`src/rc4_pkg.sv`:
```
// rc4_pkg: types and codes shared by the rc4 cipher modules
// no dependencies
package rc4_pkg;

	localparam logic [1:0] CMD_KEY   = 2'd0;
	localparam logic [1:0] CMD_SCHED = 2'd1;
	localparam logic [1:0] CMD_DATA  = 2'd2;

	localparam int PERM_DEPTH = 256;

	typedef enum logic [1:0] {
		OP_KEY   = 2'd0,
		OP_SCHED = 2'd1,
		OP_DATA  = 2'd2
	} op_t;

	typedef struct packed {
		op_t        op;
		logic [7:0] val;
	} item_t;

endpackage

```
`src/rc4_fifo.sv`:
```
// rc4_fifo: small register based first-in first-out queue
// no dependencies
module rc4_fifo #(
	parameter int WIDTH = 8,
	parameter int DEPTH = 2
) (
	input  logic             clk,
	input  logic             arst_n,
	input  logic             push,
	input  logic [WIDTH-1:0] wdata,
	output logic             full,
	input  logic             pop,
	output logic [WIDTH-1:0] rdata,
	output logic             empty
);

	localparam int AW = (DEPTH > 1) ? $clog2(DEPTH) : 1;
	localparam int CW = $clog2(DEPTH + 1);

	logic [WIDTH-1:0] mem_q [DEPTH];
	logic [AW-1:0]    wr_ptr_q;
	logic [AW-1:0]    rd_ptr_q;
	logic [CW-1:0]    count_q;
	logic             do_push;
	logic             do_pop;

	assign full    = (count_q == CW'(DEPTH));
	assign empty   = (count_q == '0);
	assign do_push = push && !full;
	assign do_pop  = pop && !empty;
	assign rdata   = mem_q[rd_ptr_q];

	always_ff @(posedge clk or negedge arst_n) begin
		if (!arst_n) begin
			wr_ptr_q <= '0;
			rd_ptr_q <= '0;
			count_q  <= '0;
		end else begin
			if (do_push) begin
				wr_ptr_q <= (wr_ptr_q == AW'(DEPTH - 1)) ? '0 : wr_ptr_q + AW'(1);
			end
			if (do_pop) begin
				rd_ptr_q <= (rd_ptr_q == AW'(DEPTH - 1)) ? '0 : rd_ptr_q + AW'(1);
			end
			if (do_push && !do_pop) begin
				count_q <= count_q + CW'(1);
			end else if (do_pop && !do_push) begin
				count_q <= count_q - CW'(1);
			end
		end
	end

	always_ff @(posedge clk) begin
		if (do_push) begin
			mem_q[wr_ptr_q] <= wdata;
		end
	end

endmodule

```
`src/rc4_front.sv`:
```
// rc4_front: accepts items, decodes the command and queues them for the engine
// depends on rc4_pkg and rc4_fifo
module rc4_front (
	input  logic               clk,
	input  logic               arst_n,
	input  logic               push,
	output logic               full,
	input  logic [1:0]         command,
	input  logic [7:0]         byte_value,
	output rc4_pkg::item_t     item,
	output logic               item_empty,
	input  logic               item_pop
);

	import rc4_pkg::*;

	item_t dec_item;
	logic  dec_valid;

	always_comb begin
		dec_item.val = byte_value;
		dec_item.op  = OP_KEY;
		dec_valid    = 1'b1;
		case (command)
			CMD_KEY: begin
				dec_item.op = OP_KEY;
			end
			CMD_SCHED: begin
				dec_item.op = OP_SCHED;
			end
			CMD_DATA: begin
				dec_item.op = OP_DATA;
			end
			default: begin
				// unused command is dropped
				dec_valid = 1'b0;
			end
		endcase
	end

	rc4_fifo #(
		.WIDTH($bits(item_t)),
		.DEPTH(2)
	) u_queue (
		.clk   (clk),
		.arst_n(arst_n),
		.push  (push && dec_valid),
		.wdata (dec_item),
		.full  (full),
		.pop   (item_pop),
		.rdata (item),
		.empty (item_empty)
	);

endmodule

```
`config.mk`:
```
export PLATFORM = sky130hd
export DESIGN_NAME = rc4_front
export DESIGN_NICKNAME = d
export VERILOG_FILES = /design/src/rc4_pkg.sv /design/src/rc4_fifo.sv /design/src/rc4_front.sv
export SDC_FILE = /design/constraint.sdc
export NUM_CORES = 1
export LEC_CHECK = 0
export BUFFER_PORTS_ARGS = -buffer_cell sky130_fd_sc_hd__buf_2
export CAP_MARGIN = 10
export CORE_UTILIZATION = 49
export DETAILED_ROUTE_END_ITERATION = 8
export HOLD_SLACK_MARGIN = 0.02
export PLACE_DENSITY_LB_ADDON = 0.3
export SLEW_MARGIN = 25
export SYNTH_ARGS = -nofsm -noshare
export SYNTH_HDL_FRONTEND = slang
export SYNTH_SLANG_ARGS = --single-unit
```
`constraint.sdc`:
```
create_clock -name clk -period 2.2 [get_ports clk]
set_clock_uncertainty 0.1 [all_clocks]
set_input_delay 0.44 -clock clk [delete_from_list [all_inputs] [get_ports clk]]
set_output_delay 0.44 -clock clk [all_outputs]
set_load 0.02 [all_outputs]
```
==> reports/metrics.csv <==
stage,metric,value,unit
power_and_ir_drop,clockPowerShare,13.0,%
final_layout,fillCellCount,155,
floorplan,design.portCount,26,
placement,port_buffers,25,
sta,final_max_slew_viol_count,0,
final_layout,multi_input_area,234,um2
hold_path,whs_endpoint,u_queue.mem_q[0][6],
clock_network,cts_resized,0,
setup_path,end_kind,output pin,
synthesis,syn_area_per_cell,17.9,um2
status,outcome,completed,
sta,finalSetupViolCount,0,
final_layout,area_growth,21.4,%
sta,fin_crit_sh,92.1,%
synthesis,synthFlopType,edfxtp_1,
drt,drtPass1Iterations,2,
drt,viasPerCell,4.59,
floorplan,fp.dieW,46.0,um
power_and_ir_drop,pwr-share-seq,50.3,%
setup_path,critPathTopFamily,flip-flops,
power_and_ir_drop,powerDensity,1210,nW/um2
drt,initialDrtViolationCount,5,
power_and_ir_drop,intPower,918,uW
setup_path,start_kind,flip-flop,
clock_network,clockRootBuffer,clkbuf_4,
power_and_ir_drop,irDropWorstVdd,0.000644,V
synthesis,syn_inst,53,
grt,grtUsageTotal,14.8,%
final_layout,drive_above_1_share,50.0,%
setup_path,worstSetupPathType,reg -> out,
drt,ant_nets,0,
power_and_ir_drop,p_leak,0.000470,uW
setup_path,critPathArrivalTime,1.49,ns
placement,hpwl,985,um
synthesis,yosysTopAreaCellShare,63.4,%
setup_path,crit_start,u_queue.rd_ptr_q,
floorplan,die_area,2110,um2
drt,wirelength,1.34,mm
clock_network,cts_num_sinks,24,
placement,place_area,1110,um2
final_layout,seq_area,701,um2
hold_path,min-delay-start,byte_value[6],
setup_path,reg2reg_from,u_queue.count_q[0],
hold_path,min-delay-path-class,in -> reg,
clock_network,cts_tree,built,
synthesis,synth_area_leaders,"edfxtp_1, mux2_2, dfrtp_1",
sta,max_slew_margin,70.0,%
grt,grt_max_degree,14,
flow_run,maxCapViolCount,0,
grt,grt_pass1_wl,2.02,mm
final_layout,fin_area,1150,um2
clock_network,clk_pin_slew,0.12,ns
placement,gp_congestion,0.769,
power_and_ir_drop,p_comb_share,36.7,%
clock_network,cts_made_buffers,3,
setup_path,reg2reg_depth,6,
floorplan,row_count,15,
setup_path,crit_path_max_fanout,11,
synthesis,synth_edf_count,20,
synthesis,yosysSeqAreaShare,74.0,%
setup_path,crit_path_cell_trace,mux2_2 -> buf_2,
hold_path,holdPathStages,1,
clock_network,insertion_delay,0.29,ns
floorplan,fp.dieH,46.0,um
sta,fmax,493,MHz
clock_network,cts_buffer_depth,2,
drt,drt-wirelength-per-cell,12.3,um
synthesis,synth-async-reset-ratio,16.7,%
grt,grt_overflow_total,0,
sta,rsz0062_at_grt,false,
grt,grt_pass1_vias,473,
final_layout,antenna_cells,0,
final_layout,fin_util,65.2,%
setup_path,rrSetupSlack,0.61,ns
synthesis,yosysWarnings,0,
synthesis,synth_common_cells,"edfxtp_1, mux2_2, dfrtp_1, nor2_1, xnor2_1",
power_and_ir_drop,switching_share,33.9,%
synthesis,synth_area,947,um2
synthesis,yosysTopAreaCell,edfxtp_1,
power_and_ir_drop,p_switching,471,uW
sta,tns,0,ns
floorplan,core,1760,um2
final_layout,layout.nets,100,
sta,hold_viol_final,0,
drt,vias,500,
grt,grt_antenna_before_repair,0,
setup_path,cp.required,1.66,ns
synthesis,synth_cell_types,14,
synthesis,synth-seq-cells,24,
setup_path,r2r-end,u_queue.count_q[1],
drt,drc,0,
floorplan,initial_utilization,53.7,%
synthesis,yosysMostFrequentCell,edfxtp_1,
sta,post-route-min-period,2.03,ns
setup_path,cp.buffers_inverters,1,
setup_path,critPathMaxStageDelay,0.64,ns
clock_network,cts-htree-levels,1,
setup_path,critPathSlowestCell,dfrtp_1,
sta,tightest_slew,0.450,ns
synthesis,syn_nets,68,
stage by stage:
stage	total power [uW]	setup WS, ns	cells	hold WS (ns)
2_1_floorplan	1060	0.492	53	0.0444
3_3_place_gp	1200	0.497	104	0.149
3_5_place_dp	1220	0.498	104	0.150
4_1_cts	1410	0.145	109	0.216
5_1_grt	1480	0.0717	109	0.192
6_report	1390	0.173	109	0.223
kinds of logic (layout without fill, tap and decap cells):
group | Yosys count | after routing | synth area share [%]
adders and majority gates | 1 | 1 | 1.32
and+or+nand+nor | 9 | 9 | 6.34
buffers and inverters | 3 | 34 | 1.32
muxes | 10 | 10 | 11.9
DFF | 24 | 24 | 74.0
xor gates and xnor gates | 5 | 5 | 4.62
AOI/OAI and AO/OA | 1 | 1 | 0.528
cells in the final DEF (no fill, tap or decap):
cell / netlist / routed
clkbuf_4: 0 / 3
nor2b_2: 1 / 1
nor2_1: 4 / 4
o21ai_1: 1 / 1
mux2_2: 10 / 10
buf_2: 1 / 25
dfrtp_1: 4 / 4
dlygate4sd3_1: 0 / 1
edfxtp_1: 20 / 20
xor2_1: 2 / 2
nand2_1: 1 / 1
ha_1: 1 / 1
inv_1: 2 / 2
buf_4: 0 / 2
clkinv_1: 0 / 1
nor2b_1: 2 / 2
xnor2_1: 3 / 3
nand3b_4: 1 / 1
worst max-delay path by stage:
stage                          end  slack (ns)  cells after the start
2_1_floorplan  u_queue.mem_q[1][0]        0.49                      3
3_3_place_gp               item[1]        0.50                      2
3_5_place_dp               item[4]        0.50                      2
4_1_cts                    item[4]        0.14                      2
5_1_grt                    item[4]        0.07                      2
6_report                   item[4]        0.17                      2
metal layers:
layer	GRT usage (%)	wire length (um)	vias up
met5	0	0	-
met4	7.06	10	0
met3	3.57	48	2
met2	25.4	722	14
met1	17.3	562	232
li1	-	-	252
registers in the layout (all words and copies together) (netlist names):
register          cells
u_queue.count_q       2
u_queue.mem_q        20
u_queue.wr_ptr_q      1
u_queue.rd_ptr_q      1
power by group through the flow:
stage	logic [uW]	clock network (uW)	registers, uW
6_report	509	181	698
5_1_grt	554	211	712
4_1_cts	519	185	701
3_5_place_dp	511	0	710
3_3_place_gp	501	0	704
2_1_floorplan	402	0	662
final cells by class:
type	instances	share of cell area (%)
sequential	24	60.9
multi-input combinational	26	20.3
timing repair buffer	28	13.1
tap	25	2.72
clock buffer	3	1.96
inverter	2	0.653
clock inverter	1	0.326
what timing repair did:
action	in CTS	in global routing
hold endpoints to repair	4	0
hold buffers	1	0
buffers inserted	0	0
Power figures use the tool's default switching activity.
