## config.mk

```make
export PLATFORM = sky130hd
export DESIGN_NAME = rc4_back
export DESIGN_NICKNAME = d
export VERILOG_FILES = /design/src/rc4_pkg.sv /design/src/rc4_ram.sv /design/src/rc4_back.sv
export SDC_FILE = /design/constraint.sdc
export NUM_CORES = 2
export LEC_CHECK = 0
export BUFFER_PORTS_ARGS = -buffer_cell sky130_fd_sc_hd__buf_2
export CORE_MARGIN = 2
export CORE_UTILIZATION = 38
export CTS_BUF_LIST = sky130_fd_sc_hd__clkbuf_4
export DETAILED_ROUTE_END_ITERATION = 16
export PLACE_DENSITY_LB_ADDON = 0.08
export SKIP_LAST_GASP = 1
export SLEW_MARGIN = 20
export SYNTH_ARGS = -nofsm -noshare
export SYNTH_HDL_FRONTEND = slang
export SYNTH_SLANG_ARGS = --single-unit
```

## constraint.sdc

```tcl
create_clock -name clk -period 9.7 [get_ports clk]
set_input_delay 1.455 -clock clk [delete_from_list [all_inputs] [get_ports clk]]
set_output_delay 1.455 -clock clk [all_outputs]
set_load 0.02 [all_outputs]
```

## src/rc4_pkg.sv

```systemverilog
// rc4_pkg: types and codes shared by the rc4 cipher modules
// no dependencies
package rc4_pkg;

	localparam logic [1:0] CMD_KEY   = 2'd0;
	localparam logic [1:0] CMD_SCHED = 2'd1;
	localparam logic [1:0] CMD_DATA  = 2'd2;

	localparam int PERM_DEPTH = 256;

	typedef enum logic [1:0] {
		OP_KEY   = 2'd0,
		OP_SCHED = 2'd1,
		OP_DATA  = 2'd2
	} op_t;

	typedef struct packed {
		op_t        op;
		logic [7:0] val;
	} item_t;

endpackage

```

## src/rc4_ram.sv

```systemverilog
// rc4_ram: generic single write port, single read port ram with registered read
// no dependencies
module rc4_ram #(
	parameter int WIDTH = 8,
	parameter int DEPTH = 256,
	parameter int AW    = 8
) (
	input  logic             clk,
	input  logic             we,
	input  logic [AW-1:0]    waddr,
	input  logic [WIDTH-1:0] wdata,
	input  logic             re,
	input  logic [AW-1:0]    raddr,
	output logic [WIDTH-1:0] rdata
);

	logic [WIDTH-1:0] mem_q [DEPTH];

	always_ff @(posedge clk) begin
		if (we) begin
			mem_q[waddr] <= wdata;
		end
		if (re) begin
			rdata <= mem_q[raddr];
		end
	end

endmodule

```

## src/rc4_back.sv

```systemverilog
// rc4_back: key store, permutation memory and the schedule / keystream sequencer
// depends on rc4_pkg and rc4_ram
module rc4_back #(
	parameter int KEY_MAX = 256
) (
	input  logic           clk,
	input  logic           arst_n,
	input  rc4_pkg::item_t item,
	input  logic           item_empty,
	output logic           item_pop,
	input  logic           out_full,
	output logic           out_push,
	output logic [7:0]     out_data
);

	import rc4_pkg::*;

	localparam int KW = (KEY_MAX > 1) ? $clog2(KEY_MAX) : 1;
	localparam int CW = $clog2(KEY_MAX + 1);

	typedef enum logic [8:0] {
		ST_IDLE    = 9'b000000001,
		ST_INIT    = 9'b000000010,
		ST_KS_RD_I = 9'b000000100,
		ST_KS_RD_J = 9'b000001000,
		ST_KS_WR1  = 9'b000010000,
		ST_KS_WR2  = 9'b000100000,
		ST_D_RD_J  = 9'b001000000,
		ST_D_WR1   = 9'b010000000,
		ST_D_WR2   = 9'b100000000
	} state_t;

	state_t        state_q, state_d;
	logic [CW-1:0] key_count_q, key_count_d;
	logic [KW-1:0] k_q, k_d;
	logic [7:0]    n_q, n_d;
	logic [7:0]    i_q, i_d;
	logic [7:0]    j_q, j_d;
	logic [7:0]    si_q, si_d;
	logic [7:0]    sj_q, sj_d;
	logic [7:0]    t_q, t_d;
	logic [7:0]    val_q, val_d;

	logic          p_we, p_re;
	logic [7:0]    p_waddr, p_wdata, p_raddr, p_rdata;
	logic          k_we, k_re;
	logic [KW-1:0] k_waddr, k_raddr;
	logic [7:0]    k_wdata, k_rdata;
	logic [7:0]    key_byte;
	logic [7:0]    ks_byte;

	assign key_byte = (key_count_q == '0) ? 8'd0 : k_rdata;

	// keystream entry after the swap, with the two fresh writes bypassed
	assign ks_byte = (t_q == j_q) ? si_q : ((t_q == i_q) ? sj_q : p_rdata);

	always_comb begin
		state_d     = state_q;
		key_count_d = key_count_q;
		k_d         = k_q;
		n_d         = n_q;
		i_d         = i_q;
		j_d         = j_q;
		si_d        = si_q;
		sj_d        = sj_q;
		t_d         = t_q;
		val_d       = val_q;
		item_pop    = 1'b0;
		out_push    = 1'b0;
		out_data    = val_q ^ ks_byte;
		p_we        = 1'b0;
		p_waddr     = n_q;
		p_wdata     = n_q;
		p_re        = 1'b0;
		p_raddr     = n_q;
		k_we        = 1'b0;
		k_waddr     = key_count_q[KW-1:0];
		k_wdata     = item.val;
		k_re        = 1'b0;
		k_raddr     = k_q;
		case (state_q)
			ST_IDLE: begin
				if (!item_empty) begin
					item_pop = 1'b1;
					case (item.op)
						OP_KEY: begin
							if (key_count_q < CW'(KEY_MAX)) begin
								k_we        = 1'b1;
								key_count_d = key_count_q + CW'(1);
							end
						end
						OP_SCHED: begin
							n_d     = 8'd0;
							state_d = ST_INIT;
						end
						OP_DATA: begin
							i_d     = i_q + 8'd1;
							val_d   = item.val;
							p_re    = 1'b1;
							p_raddr = i_q + 8'd1;
							state_d = ST_D_RD_J;
						end
						default: begin
						end
					endcase
				end
			end
			ST_INIT: begin
				p_we = 1'b1;
				n_d  = n_q + 8'd1;
				if (n_q == 8'hFF) begin
					j_d     = 8'd0;
					k_d     = '0;
					state_d = ST_KS_RD_I;
				end
			end
			ST_KS_RD_I: begin
				p_re    = 1'b1;
				k_re    = 1'b1;
				state_d = ST_KS_RD_J;
			end
			ST_KS_RD_J: begin
				si_d    = p_rdata;
				j_d     = j_q + p_rdata + key_byte;
				p_re    = 1'b1;
				p_raddr = j_q + p_rdata + key_byte;
				state_d = ST_KS_WR1;
			end
			ST_KS_WR1: begin
				p_we    = 1'b1;
				p_wdata = p_rdata;
				state_d = ST_KS_WR2;
			end
			ST_KS_WR2: begin
				p_we    = 1'b1;
				p_waddr = j_q;
				p_wdata = si_q;
				if (CW'(k_q) + CW'(1) >= key_count_q) begin
					k_d = '0;
				end else begin
					k_d = k_q + KW'(1);
				end
				n_d = n_q + 8'd1;
				if (n_q == 8'hFF) begin
					i_d     = 8'd0;
					j_d     = 8'd0;
					state_d = ST_IDLE;
				end else begin
					state_d = ST_KS_RD_I;
				end
			end
			ST_D_RD_J: begin
				si_d    = p_rdata;
				j_d     = j_q + p_rdata;
				p_re    = 1'b1;
				p_raddr = j_q + p_rdata;
				state_d = ST_D_WR1;
			end
			ST_D_WR1: begin
				sj_d    = p_rdata;
				t_d     = si_q + p_rdata;
				p_we    = 1'b1;
				p_waddr = i_q;
				p_wdata = p_rdata;
				p_re    = 1'b1;
				p_raddr = si_q + p_rdata;
				state_d = ST_D_WR2;
			end
			ST_D_WR2: begin
				if (!out_full) begin
					out_push = 1'b1;
					p_we     = 1'b1;
					p_waddr  = j_q;
					p_wdata  = si_q;
					state_d  = ST_IDLE;
				end
			end
			default: begin
				state_d = ST_IDLE;
			end
		endcase
	end

	always_ff @(posedge clk or negedge arst_n) begin
		if (!arst_n) begin
			state_q     <= ST_IDLE;
			key_count_q <= '0;
			k_q         <= '0;
			n_q         <= 8'd0;
			i_q         <= 8'd0;
			j_q         <= 8'd0;
		end else begin
			state_q     <= state_d;
			key_count_q <= key_count_d;
			k_q         <= k_d;
			n_q         <= n_d;
			i_q         <= i_d;
			j_q         <= j_d;
		end
	end

	always_ff @(posedge clk) begin
		si_q  <= si_d;
		sj_q  <= sj_d;
		t_q   <= t_d;
		val_q <= val_d;
	end

	rc4_ram #(
		.WIDTH(8),
		.DEPTH(PERM_DEPTH),
		.AW   (8)
	) u_perm_ram (
		.clk  (clk),
		.we   (p_we),
		.waddr(p_waddr),
		.wdata(p_wdata),
		.re   (p_re),
		.raddr(p_raddr),
		.rdata(p_rdata)
	);

	rc4_ram #(
		.WIDTH(8),
		.DEPTH(KEY_MAX),
		.AW   (KW)
	) u_key_ram (
		.clk  (clk),
		.we   (k_we),
		.waddr(k_waddr),
		.wdata(k_wdata),
		.re   (k_re),
		.raddr(k_raddr),
		.rdata(k_rdata)
	);

	a_key_count_max: assert property (@(posedge clk) disable iff (!arst_n)
		key_count_q <= CW'(KEY_MAX))
		else $error("key count beyond capacity");

	a_pop_only_idle: assert property (@(posedge clk) disable iff (!arst_n)
		item_pop |-> state_q == ST_IDLE)
		else $error("item taken while engine busy");

	a_push_then_idle: assert property (@(posedge clk) disable iff (!arst_n)
		out_push |=> state_q == ST_IDLE)
		else $error("engine did not return to idle after a result");

	a_key_index_range: assert property (@(posedge clk) disable iff (!arst_n)
		(state_q == ST_KS_RD_I && key_count_q != '0) |-> CW'(k_q) < key_count_q)
		else $error("key index outside stored key");

endmodule

```

==> results.txt <==
Yosys reg bits: 4194
final net count: 10.8k
Final HPWL DP: 318000 um
chip width: 667 um
site row count: 243
CP Data Required Time: 11.08 ns
Max Fanout on Critical Path: 42
count of hold-fix buffers inserted at cts: 3
Syn. warnings: 0
fmax: 0.134 GHz
WP data arrival: 8.87 ns
relative max-transition margin: -0.181%
Tmin final: 7.49 ns
dpl cell area: 174000 sq um
clk slew on worst S/H paths: 0.06 ns
final worst-path cycle share: 77.2%
final hold violations: 0
Initial Util: 38.1%
Fillers: 39.5k
Die Ht: 667 um
Syn Nets: 9915
CTS resizes: 0
first-pass GRT wire length: 753000 um
CP max stage delay: 0.92 ns
number of global-route vias before repair: 98.5k
Routed WL: 536000 um
global placer's final weighted congestion: 0.846
worst-skew pair later-pin latency: 1.72 ns
initial antenna violation count: 42
Synth Instances: 9861
hold crit path type: input pin to flip-flop
largest net degree at the start of global routing: 158
root buffer cell: clkbuf_4
most frequent cells in the layout: 4144 x edfxtp_1, 1730 x clkbuf_4, 1595 x nand2_1
sequential area share after synthesis: 75.2%
core area: 438000 sq um
total gr overflow: 0
Wirelength per Cell: 30.9 um
Mapped Area: 167000 sq um
critical path endpoint category: flip-flop
CTS tree: yes
CP max stage cell: nor4_1
via/cell ratio: 5.58
Final Max Tran Viols: 8
Lkg Pwr: 0.0615 uW
VDD IR max: 0.172 mV
Post-synth EDFFs: 4144
IO Pins: 24
Multi-input gate area: 38700 sq um
top_reg_cell synth: edfxtp_1
Setup TNS: 0 ns
Power Density: 233 nW/um^2
GRT Util Overall: 24.0%
Async S/R FF share, synth: 1.19%
syn avg cell area: 16.9 sq um
Final Setup Violations: 0
most common cell after layout, fill and taps aside: edfxtp_1
skew final: 0.147 ns
CTS sink cnt: 4194
Max-cap violations: 0
sequence of cells on the critical path: nor2_1 > nand2_1 > or3_1 > and2_1 > ha_1 > fa_1 > xor2_1 > nand4_1 > o211a_1 > nand3_4 > buf_4 > nand2_1 > o22ai_1 > o311ai_0 > nor4_1 > nor4_1
first drt pass iteration count: 7
maximum buffer depth of the clock tree: 5
I/O Buffers: 23
1st-iter DRT viols: 10.4k
Post-Layout Inst Area: 189000 sq um
RSZ-0062 raised after global routing: false
Synth cell types: 91
post-route ant nets: 0
H-tree levels: 7
worst-margin pin slew: 1.50 ns
residual DRC count: 0
layout cells sized above 1: 25.0%
number of buffers created by CTS: 1214
Startpoint Class: flip-flop
kind of critical path: flip-flop to flip-flop
postcts setup bufs: 0
DR vias: 96.9k
area delta synth->final: 12.9%
violated checks: max-slew violations
status: finished with violations
FF/Latch Area: 126000 sq um
Die ar.: 445000 sq um
[routing by layer]
| metal | GRT usage [%] | vias up | part of all wire (%) |
|---|---|---|---|
| met2 | 39.0 | 4144 | 49 |
| met3 | 4.76 | 975 | 6.6 |
| met4 | 10.5 | 8 | 3.6 |
| met5 | 0 | - | 0.0091 |
| li1 | - | 41100 | - |
| met1 | 31.4 | 50700 | 41 |
[cell type report]
cell class	instances	share of cell area (%)
Sequential cell	4194	66.6
Multi-Input combinational cell	5022	20.5
Clock buffer	1730	6.88
Tap cell	5880	3.90
Timing Repair Buffer	255	1.23
Clock inverter	210	0.714
Inverter	34	0.0676
Antenna cell	33	0.0438
[kinds of logic (layout without fill, tap and decap cells)]
family                   after synthesis  count (layout)  synth area share, %
other                                  0              33                    0
AO/OA/AOI/OAI                        864             864                 3.52
buffers and inverters                645            2229                 1.91
flip-flops                          4194            4194                 75.2
AND/OR/NAND/NOR                     3120            3120                 7.96
XOR/XNOR                              61              61                0.320
multiplexers                         937             937                 10.8
adder cells (fa/ha/maj)               40              40                0.313
[worst max-delay path, delay by kind of cell, from the launching register on]
family | cells | cell delay, ns
fa+ha+maj | 2 | 0.67
compound gates | 3 | 1.12
buf+inv | 1 | 0.69
xor+xnor | 1 | 0.18
flops | 1 | 0.55
simple gates | 9 | 3.97
[registers in the layout (all words and copies together), names as in the netlist, 9 cells and up]
| register | cells |
|---|---|
| u_key_ram.mem_q | 2048 |
| u_perm_ram.mem_q | 2048 |
| key_count_q | 9 |
| state_q | 9 |
[Yosys cell counts (all sizes together) (6+ instances only)]
library cell | count | area, sq um
nor3b | 8 | 65.1
buf | 385 | 2210
o31ai | 8 | 60.1
and3 | 106 | 663
o221ai | 8 | 70.1
o211ai | 7 | 52.6
a22oi | 125 | 938
nor2 | 581 | 2190
edfxtp | 4144 | 124000
a32oi | 69 | 604
dfrtp | 49 | 1230
inv | 34 | 128
xor2 | 25 | 219
a31oi | 91 | 569
a32o | 6 | 60.1
xnor2 | 36 | 315
a211oi | 27 | 208
a21o | 26 | 195
a41oi | 7 | 61.3
o21ai | 63 | 327
nand3 | 622 | 3120
a2111oi | 6 | 65.1
a22o | 9 | 78.8
and2 | 21 | 131
nand2 | 1629 | 6110
nand4 | 35 | 225
ha | 37 | 463
nor3 | 46 | 235
mux4 | 691 | 15600
o22ai | 26 | 163
a21oi | 260 | 1310
nand2b | 7 | 43.8
or3 | 10 | 67.6
clkbuf | 226 | 848
o32ai | 6 | 52.6
a221oi | 41 | 359
nor4 | 20 | 131
a311oi | 30 | 263
mux2i | 244 | 2440
[stage by stage]
step / util [%] / hold WS [ns] / setup WS (ns) / power, uW / instances
final: 43.1 / 0.267 / 2.21 / 44000 / 17400
after global routing: 43.1 / 0.170 / 2.09 / 45700 / 17300
after CTS: 43.0 / 0.0798 / 2.20 / 44400 / 17300
after detailed placement: 39.7 / 0.533 / 2.18 / 28400 / 15400
after global placement: 39.7 / 0.535 / 1.34 / 28300 / 15400
after floorplan: - / 0.474 / 3.90 / 25200 / 9861
[power by group]
group	switching, uW	internal (uW)	leakage [uW]
clock network	7320	8620	0.00864
logic	5710	1850	0.0146
registers	111	20400	0.0383
total	13100	30800	0.0615
[final timing paths]
kind | start | slack [ns] | cells after the start | endpoint
worst min register to register | state_q[5] | 0.55 | 1 | state_q[5]
min in group asynchronous | arst_n | 0.50 | 3 | j_q[0]
worst max register to register | key_count_q[6] | 2.21 | 16 | u_perm_ram.rdata[6]
worst min-delay path | item[1] | 0.27 | 1 | u_key_ram.mem_q[27][1]
worst max-delay path | key_count_q[6] | 2.21 | 16 | u_perm_ram.rdata[6]
max in group asynchronous | arst_n | 8.49 | 3 | k_q[3]
No activity file was read; power rests on OpenSTA's default activity.
