`src/rc4_fifo.sv`:
```
// rc4_fifo: small register based first-in first-out queue
// no dependencies
module rc4_fifo #(
	parameter int WIDTH = 8,
	parameter int DEPTH = 2
) (
	input  logic             clk,
	input  logic             arst_n,
	input  logic             push,
	input  logic [WIDTH-1:0] wdata,
	output logic             full,
	input  logic             pop,
	output logic [WIDTH-1:0] rdata,
	output logic             empty
);

	localparam int AW = (DEPTH > 1) ? $clog2(DEPTH) : 1;
	localparam int CW = $clog2(DEPTH + 1);

	logic [WIDTH-1:0] mem_q [DEPTH];
	logic [AW-1:0]    wr_ptr_q;
	logic [AW-1:0]    rd_ptr_q;
	logic [CW-1:0]    count_q;
	logic             do_push;
	logic             do_pop;

	assign full    = (count_q == CW'(DEPTH));
	assign empty   = (count_q == '0);
	assign do_push = push && !full;
	assign do_pop  = pop && !empty;
	assign rdata   = mem_q[rd_ptr_q];

	always_ff @(posedge clk or negedge arst_n) begin
		if (!arst_n) begin
			wr_ptr_q <= '0;
			rd_ptr_q <= '0;
			count_q  <= '0;
		end else begin
			if (do_push) begin
				wr_ptr_q <= (wr_ptr_q == AW'(DEPTH - 1)) ? '0 : wr_ptr_q + AW'(1);
			end
			if (do_pop) begin
				rd_ptr_q <= (rd_ptr_q == AW'(DEPTH - 1)) ? '0 : rd_ptr_q + AW'(1);
			end
			if (do_push && !do_pop) begin
				count_q <= count_q + CW'(1);
			end else if (do_pop && !do_push) begin
				count_q <= count_q - CW'(1);
			end
		end
	end

	always_ff @(posedge clk) begin
		if (do_push) begin
			mem_q[wr_ptr_q] <= wdata;
		end
	end

endmodule

```
`config.mk`:
```
export PLATFORM = sky130hd
export DESIGN_NAME = rc4_fifo
export DESIGN_NICKNAME = d
export VERILOG_FILES = /design/src/rc4_fifo.sv
export SDC_FILE = /design/constraint.sdc
export NUM_CORES = 1
export LEC_CHECK = 0
export BUFFER_PORTS_ARGS = -buffer_cell sky130_fd_sc_hd__buf_2
export CAP_MARGIN = 20
export CORE_MARGIN = 5
export CORE_UTILIZATION = 48
export CTS_BUF_LIST = sky130_fd_sc_hd__clkbuf_4 sky130_fd_sc_hd__clkbuf_8 sky130_fd_sc_hd__clkbuf_16
export DETAILED_ROUTE_END_ITERATION = 10
export PLACE_DENSITY = 0.86
export SETUP_SLACK_MARGIN = 0.05
export SYNTH_ARGS = -nofsm -noshare
export SYNTH_HDL_FRONTEND = slang
export SYNTH_SLANG_ARGS = --single-unit
```
`constraint.sdc`:
```
create_clock -name clk -period 1.5 [get_ports clk]
set_input_delay 0.3 -clock clk [delete_from_list [all_inputs] [get_ports clk]]
set_output_delay 0.3 -clock clk [all_outputs]
set_load 0.03 [all_outputs]
```
==> key figures, run 1 <==
Setup path
  • Maximum fanout along the worst path: 5
  • CP delay by family, top: flip-flops
  • Cell at the slowest stage of the critical path: dfrtp_2
  • Delay of the slowest critical-path stage: 0.43 ns
  • Worst Setup Start Kind: flip-flop
  • CP endpoint kind: output pin
  • Worst path bufs/invs: 2
  • Critical path class: reg2out
  • Critical path, cell by cell: buf_6 -> mux2_4 -> buf_6
  • Required time of the critical path: 1.20 ns
  • Worst EP arrival: 1.29 ns
  • Most common cell type on the critical path: buf_6

Timing
  • RSZ-0062 raised after global routing: yes
  • Final Max Slew Viols: 0
  • Rel. slew slack: 0.724
  • FMAX: 628 MHz
  • Final hold slack: about 0.19 ns
  • Fin crit period: 1.59 ns
  • Clock skew: 0.00395 ns
  • Final setup fails: 8
  • Setup WS post-layout: -0.0925 ns
  • Final Hold Fails: 0
  • Fin crit share: 1.06
  • Worst slew pin tran: 0.414 ns

Routing
  • Detail Route Antenna Nets: 0
  • Via density: 5.03
  • Routed len/inst: ~15 um
  • DR vias: 463
  • DRC Markers: 0
  • TritonRoute pass-1 iters: 2
  • DRT Wirelength: 1400 um
  • Initial drt markers: 2

Clock network
  • Clock transition at path regs: 0.10 ns
  • H-Tree Depth: 1
  • Total CTS buffers: 3
  • CTS tree: built
  • Clock Latency Late Sink: 0.29 ns
  • TritonCTS sink count: 20
  • Root Buffer: clkbuf_4
  • Longest Clk Path Bufs: 2

Layout
  • P&R area growth vs syn: 40.5%
  • Final net count: 90
  • Commonest non-fill, non-tap cell in the layout: edfxtp_1
  • Commonest non-fill, non-tap cells in the layout: 16 x edfxtp_1, 12 x buf_2, 10 x buf_6
  • Multi-input combinational cell area: between 200 and 250 um2
  • Storage element area: 583 um2
  • Antenna cells: 0
  • Share of layout cells above drive strength 1: 0.592
  • Filler instances: 100

Synth
  • Area fraction in compound gates after synthesis: 0.00640
  • Asr flop ratio synth: 0.200
  • Yosys top cell area share: 0.614
  • Post-Syn Nets: 57
  • Register area share after synthesis: 0.742
  • Post-synth top area cell: edfxtp_1
  • Gate Count Post-Synth: 44
  • Mux share of post-synthesis cell area: 0.115
  • Simple-Gate Fraction of Synth Area: 0.0384
  • Mapped Area: ~780 um2
  • FF+latch count, synth: 20
  • Number of synthesized flops with an enable pin: 16
  • YS warnings: 0
  • Syn Area/Cell: 17.8 um2
  • Adder-Cell Fraction of Synth Area: 0.0160
  • Post-synthesis xor/xnor area fraction: 0.0656
  • Top post-synthesis cells by area: edfxtp_1 61%, dfrtp_1 13%, mux2_1 8.6%
  • Most used DFF post-synth: edfxtp_1
  • Largest family of logic cells by synthesized area: multiplexers
  • Distinct cell type count after synthesis: 15

Power
  • Logic gate share of total power: 0.521
  • PwrDens: roughly 2100 nW/um2
  • Clock group share of total power: 0.104
  • Leakage power: 0.483 nW
  • Flop pwr share: 0.376
  • Net Sw Frac: 0.359
  • Total power: 2.34 mW
  • Peak VDD IR: around 0.0011 V
  • P_sw: 0.841 mW
  • Power Internal: 1.50 mW

Die
  • Die Y: just over 50 um
  • Die X: 50.4 um
  • Core ar.: 1520 um2
  • Row count: 14
  • Starting density of the core: 0.513
  • DIE AREA: 2540 um2
  • I/O pin cnt: 22

Job
  • Max-Cap Viols: 0

Status
  • Outcome: finished with violations
  • Violated checks: setup timing

Global routing
  • Vias in the first global route: 490
  • Congestion Overflow GR: 0
  • Initial antenna violation count: 0
  • Total track usage: 0.113
  • First-pass GRT wire length: 2170 um
  • Largest net degree at the start of global routing: 12

Placed design
  • GPL Wtd Cong: about 0.64
  • DP Wirelength: 930 um
  • Buffers on Ports: 21

Min path
  • Hold crit path type: in2reg
-- kinds of logic (layout without fill, tap and decap cells) --
| logic type | after synthesis | after routing |
|---|---|---|
| xor gates and xnor gates | 5 | 5 |
| buffers and inverters | 3 | 35 |
| DFF | 20 | 20 |
| adders and majority gates | 1 | 1 |
| and+or+nand+nor | 6 | 6 |
| muxes | 8 | 8 |
| AOI/OAI and AO/OA | 1 | 1 |
-- synth_stat cells (2+ instances only) --
master,number
nor2_1,3
xnor2_1,2
mux2_1,6
dfrtp_1,4
mux2_2,2
edfxtp_1,16
xor2_1,2
inv_1,2
-- sequential cells by signal (all words and copies together), names as in the netlist --
register / cells
mem_q: 16
rd_ptr_q: 1
wr_ptr_q: 1
count_q: 2
-- per-stage QoR --
| stage | setup slack (ns) | instance area (um2) | utilization | setup TNS, ns | cells |
|---|---|---|---|---|---|
| 2_1_floorplan | 0.108 | 782 | - | 0 | 44 |
| 3_3_place_gp | 0.0790 | 917 | 0.602 | 0 | 82 |
| 3_5_place_dp | 0.0436 | 917 | 0.602 | 0 | 82 |
| 4_1_cts | -0.103 | 1060 | 0.699 | -0.765 | 91 |
| 5_1_grt | -0.139 | 1100 | 0.721 | -1.04 | 92 |
| 6_report | -0.0925 | 1100 | 0.721 | -0.662 | 92 |
-- path summary, 6_finish.rpt --
| check | startpoint | to | slack [ns] | depth (start not counted) |
|---|---|---|---|---|
| max reg2reg | count_q[1] | mem_q[0][3] | 0.15 | 5 |
| max in group asynchronous | arst_n | rd_ptr_q | 1.02 | 2 |
| min in group asynchronous | arst_n | count_q[0] | 0.34 | 2 |
| max | rd_ptr_q | rdata[5] | -0.09 | 3 |
| min | wdata[4] | mem_q[1][4] | 0.19 | 1 |
| min reg2reg | wr_ptr_q | wr_ptr_q | 0.53 | 1 |
-- routing by layer --
layer	up-vias	track usage	wire (um)
met4	0	0.0511	0
met5	-	0	0
met2	14	0.192	772
li1	223	-	-
met1	226	0.134	554
met3	0	0.0266	77
-- power groups by stage --
stage	clock [mW]	combinational (mW)	sequential [mW]
after floorplan	0	0.631	0.846
after global placement	0	0.775	0.903
after CTS	0.257	1.17	0.857
after global routing	0.283	1.29	0.902
final	0.243	1.22	0.879
after detailed placement	0	0.792	0.911
-- area by class of cell --
class / instances / share of cell area
Multi-Input combinational cell: 21 / 0.213
Clock buffer: 3 / 0.0205
Tap cell: 16 / 0.0182
Timing Repair Buffer: 29 / 0.207
Inverter: 2 / 0.00683
Clock inverter: 1 / 0.00342
Sequential cell: 20 / 0.531
-- timing repair --
item | 4_1_cts | 5_1_grt
hold buffers | 1 | 0
setup endpoints to repair | 10 | 10
buffers inserted | 4 | 1
gates resized for setup | 27 | 7
hold endpoints to repair | 4 | 0
pin swaps | 0 | 2
No activity file was read; power rests on OpenSTA's default activity.
==> run 2, diff against run 1 <==
--- a/config.mk
+++ b/config.mk
@@ -5,13 +5,14 @@
 export SDC_FILE = /design/constraint.sdc
 export NUM_CORES = 1
 export LEC_CHECK = 0
+export ABC_AREA = 1
 export BUFFER_PORTS_ARGS = -buffer_cell sky130_fd_sc_hd__buf_2
 export CAP_MARGIN = 20
 export CORE_MARGIN = 5
-export CORE_UTILIZATION = 48
+export CORE_UTILIZATION = 49
 export CTS_BUF_LIST = sky130_fd_sc_hd__clkbuf_4 sky130_fd_sc_hd__clkbuf_8 sky130_fd_sc_hd__clkbuf_16
 export DETAILED_ROUTE_END_ITERATION = 10
-export PLACE_DENSITY = 0.86
+export PLACE_DENSITY = 0.87
 export SETUP_SLACK_MARGIN = 0.05
 export SYNTH_ARGS = -nofsm -noshare
 export SYNTH_HDL_FRONTEND = slang
==> run 2 against run 1 <==
Compared with the run above:
- largest cell class unchanged
- hold slack improved by 0.0024 ns
- critical endpoint is now rdata[1]
- setup slack better by 0.13 ns
- sequential share of layout area shrank 0.83 points
- the run now ends clean
- clock-buffer cell count increased by 1
- power increased by 4.4%
- first-iteration DRC count rose to 3.5 times the previous value
==> key figures, run 2 <==
Status
  • Outcome: complete, no violations

Synth
  • Register area share after synthesis: 0.717
  • Distinct cell type count after synthesis: 14
  • Asr flop ratio synth: 0.200
  • Mux share of post-synthesis cell area: 0
  • Number of synthesized flops with an enable pin: 16
  • Mapped Area: 810 um2
  • Post-synthesis xor/xnor area fraction: 0.0108
  • Syn Area/Cell: 11.1 um2
  • Area fraction in compound gates after synthesis: 0.0124
  • Commonest cells in the netlist: 33 x nand2_1, 16 x edfxtp_1, 7 x inv_1
  • Post-synth top area cell: edfxtp_1
  • Yosys top cell area share: 0.594
  • Simple-Gate Fraction of Synth Area: 0.201
  • Largest family of logic cells by synthesized area: simple AND/OR/NAND/NOR gates
  • Most used DFF post-synth: edfxtp_1
  • Gate Count Post-Synth: 73
  • FF+latch count, synth: 20
  • Adder-Cell Fraction of Synth Area: 0.0155
  • Count leader, synth: nand2_1
  • YS warnings: 0
  • Top post-synthesis cells by area: edfxtp_1 59%, nand2_1 15%, dfrtp_1 12%
  • Post-Syn Nets: between 80 and 90

Timing
  • Worst slew pin tran: about 0.24 ns
  • Rel. slew slack: 0.841
  • FMAX: 683 MHz
  • Final setup fails: 0
  • RSZ-0062 raised after global routing: yes
  • Clock skew: 0.00354 ns
  • Final Hold Fails: 0
  • Fin crit share: 0.976
  • Fin crit period: about 1.5 ns
  • Final hold slack: a little under 0.2 ns
  • Final Max Slew Viols: 0

Placed design
  • Inst Count DP: 111
  • Placed instance area: 950 um2
  • GPL Wtd Cong: approximately 0.85
  • DP Wirelength: 1160 um
  • Buffers on Ports: 21

Global routing
  • Initial antenna violation count: 0
  • Congestion Overflow GR: 0
  • Met3 Usage GRT: 0.0296
  • Met1 GRT Util: 0.160
  • Total track usage: 0.135
  • First-pass GRT wire length: 2630 um
  • Vias in the first global route: 595
  • Largest net degree at the start of global routing: 12
  • GR Layer Usage met2: 0.236
  • Busiest layer in global routing: met2

Layout
  • Share of layout cells above drive strength 1: 0.451
  • Utilization after layout: 0.724
  • Largest registers: mem_q (16), count_q (2)
  • Commonest non-fill, non-tap cell in the layout: nand2_1
  • Multi-input combinational cell area: 236 um2
  • Commonest non-fill, non-tap cells in the layout: 23 x nand2_1, 16 x edfxtp_1, 11 x buf_2
  • Filler instances: around 120
  • Storage element area: 583 um2
  • P&R area growth vs syn: 37.9%
  • Biggest register: mem_q
  • Final net count: 116
  • Largest register FFs: 16
  • Post-route design area: around 1100 um2
  • Fin cells: 118
  • Antenna cells: 0

Clock network
  • Clock transition at path regs: ~0.11 ns
  • H-Tree Depth: 1
  • Root Buffer: clkbuf_4
  • Longest Clk Path Bufs: 2
  • Clock Latency Late Sink: 0.29 ns
  • TritonCTS sink count: 20
  • CTS tree: built
  • Total CTS buffers: 3

Min path
  • Hold endpoint: mem_q[1][3]
  • Hold Path Cell Cnt: 1
  • Hold crit path type: in2reg
  • Hold Startpoint: wdata[3]

Routing
  • Routed len/inst: 14.0 um
  • TritonRoute pass-1 iters: 3
  • Initial drt markers: 7
  • DRC Markers: 0
  • Detail Route Antenna Nets: 0
  • DR vias: 605
  • Via density: 5.13
  • DRT Wirelength: 1650 um

Setup path
  • Critical path class: reg2out
  • Required time of the critical path: roughly 1.2 ns
  • RR Endpoint: count_q[1]
  • Maximum fanout along the worst path: 5
  • Worst EP arrival: between 1 and 1.5 ns
  • Reg2reg setup slack: 0.10 ns
  • CP endpoint kind: output pin
  • Critical R2R Launch: count_q[1]
  • Reg2reg path depth: 8
  • Worst Setup Start Kind: flip-flop

Die
  • Core ar.: 1540 um2
  • Starting density of the core: 0.525
  • Die X: 50.6 um
  • Row count: 14
  • DIE AREA: 2560 um2
  • Die Y: slightly above 50 um
  • I/O pin cnt: 22

Power
  • Total power: 2.44 mW
  • Peak VDD IR: 0.00143 V
  • Leakage power: 0.517 nW
  • PwrDens: 2190 nW/um2

Job
  • Max-Cap Viols: 0
-- run 2: changes by cell type in the layout (fill, tap and decap cells not counted), sizes merged, moves of 2 or more --
cell    change
buf         -4
clkbuf      +2
inv         +6
mux2        -8
nand2      +32
xnor2       -2
xor2        -2
-- run 2: area by class of cell --
| cell class | count | area share |
|---|---|---|
| tap | 16 | 0.0179 |
| timing repair buffer | 26 | 0.186 |
| inverter | 8 | 0.0291 |
| multi-input combinational | 44 | 0.212 |
| sequential | 20 | 0.522 |
| clock buffer | 4 | 0.0325 |
-- run 2: layer usage --
layer | vias to the layer above | routed length, um
li1 | 295 | -
met1 | 292 | 612
met2 | 16 | 942
met3 | 2 | 76
met4 | 0 | 18
met5 | - | 0
-- run 2: per-stage QoR --
stage                     worst slack [ns]  TNS [ns]
final                               0.0363         0
after global routing               -0.0153   -0.0168
after CTS                           0.0437         0
after detailed placement            0.0807         0
after global placement              0.0965         0
after floorplan                      0.119         0
-- run 2: worst max-delay path by stage --
| stage | startpoint | end | slack (ns) | depth (start not counted) |
|---|---|---|---|---|
| after floorplan | count_q[0] | count_q[1] | 0.12 | 7 |
| after global placement | count_q[0] | count_q[1] | 0.1 | 6 |
| after detailed placement | count_q[0] | count_q[1] | 0.08 | 6 |
| after CTS | rd_ptr_q | rdata[0] | 0.04 | 4 |
| after global routing | rd_ptr_q | rdata[1] | -0.02 | 4 |
| final | rd_ptr_q | rdata[1] | 0.04 | 4 |
-- run 2: logic make-up after synthesis --
| group | Yosys count |
|---|---|
| xor+xnor | 1 |
| compound gates | 2 |
| buf+inv | 9 |
| simple gates | 40 |
| flops | 20 |
| fa+ha+maj | 1 |
-- run 2: critical path: stages, from the launching register on --
cell and delay (ns):
dfrtp_2 0.47, buf_6 0.16, nand2_2 0.05, nand2_1 0.06, buf_6 0.14
-- run 2: report_power, final --
group	switching (mW)	internal, mW	leakage [nW]
Clock	0.152	0.148	0.0210
Sequential	0.114	0.777	0.195
Combinational	0.744	0.509	0.301
-- run 2: what timing repair did --
| item | CTS | global route |
|---|---|---|
| gates cloned | 0 | 0 |
| buffers inserted | 1 | 1 |
| endpoints found under the setup margin | 8 | 19 |
| resized for setup | 19 | 20 |
| hold buffers | 1 | 0 |
| hold endpoints to repair | 4 | 0 |
| pin swaps | 0 | 6 |
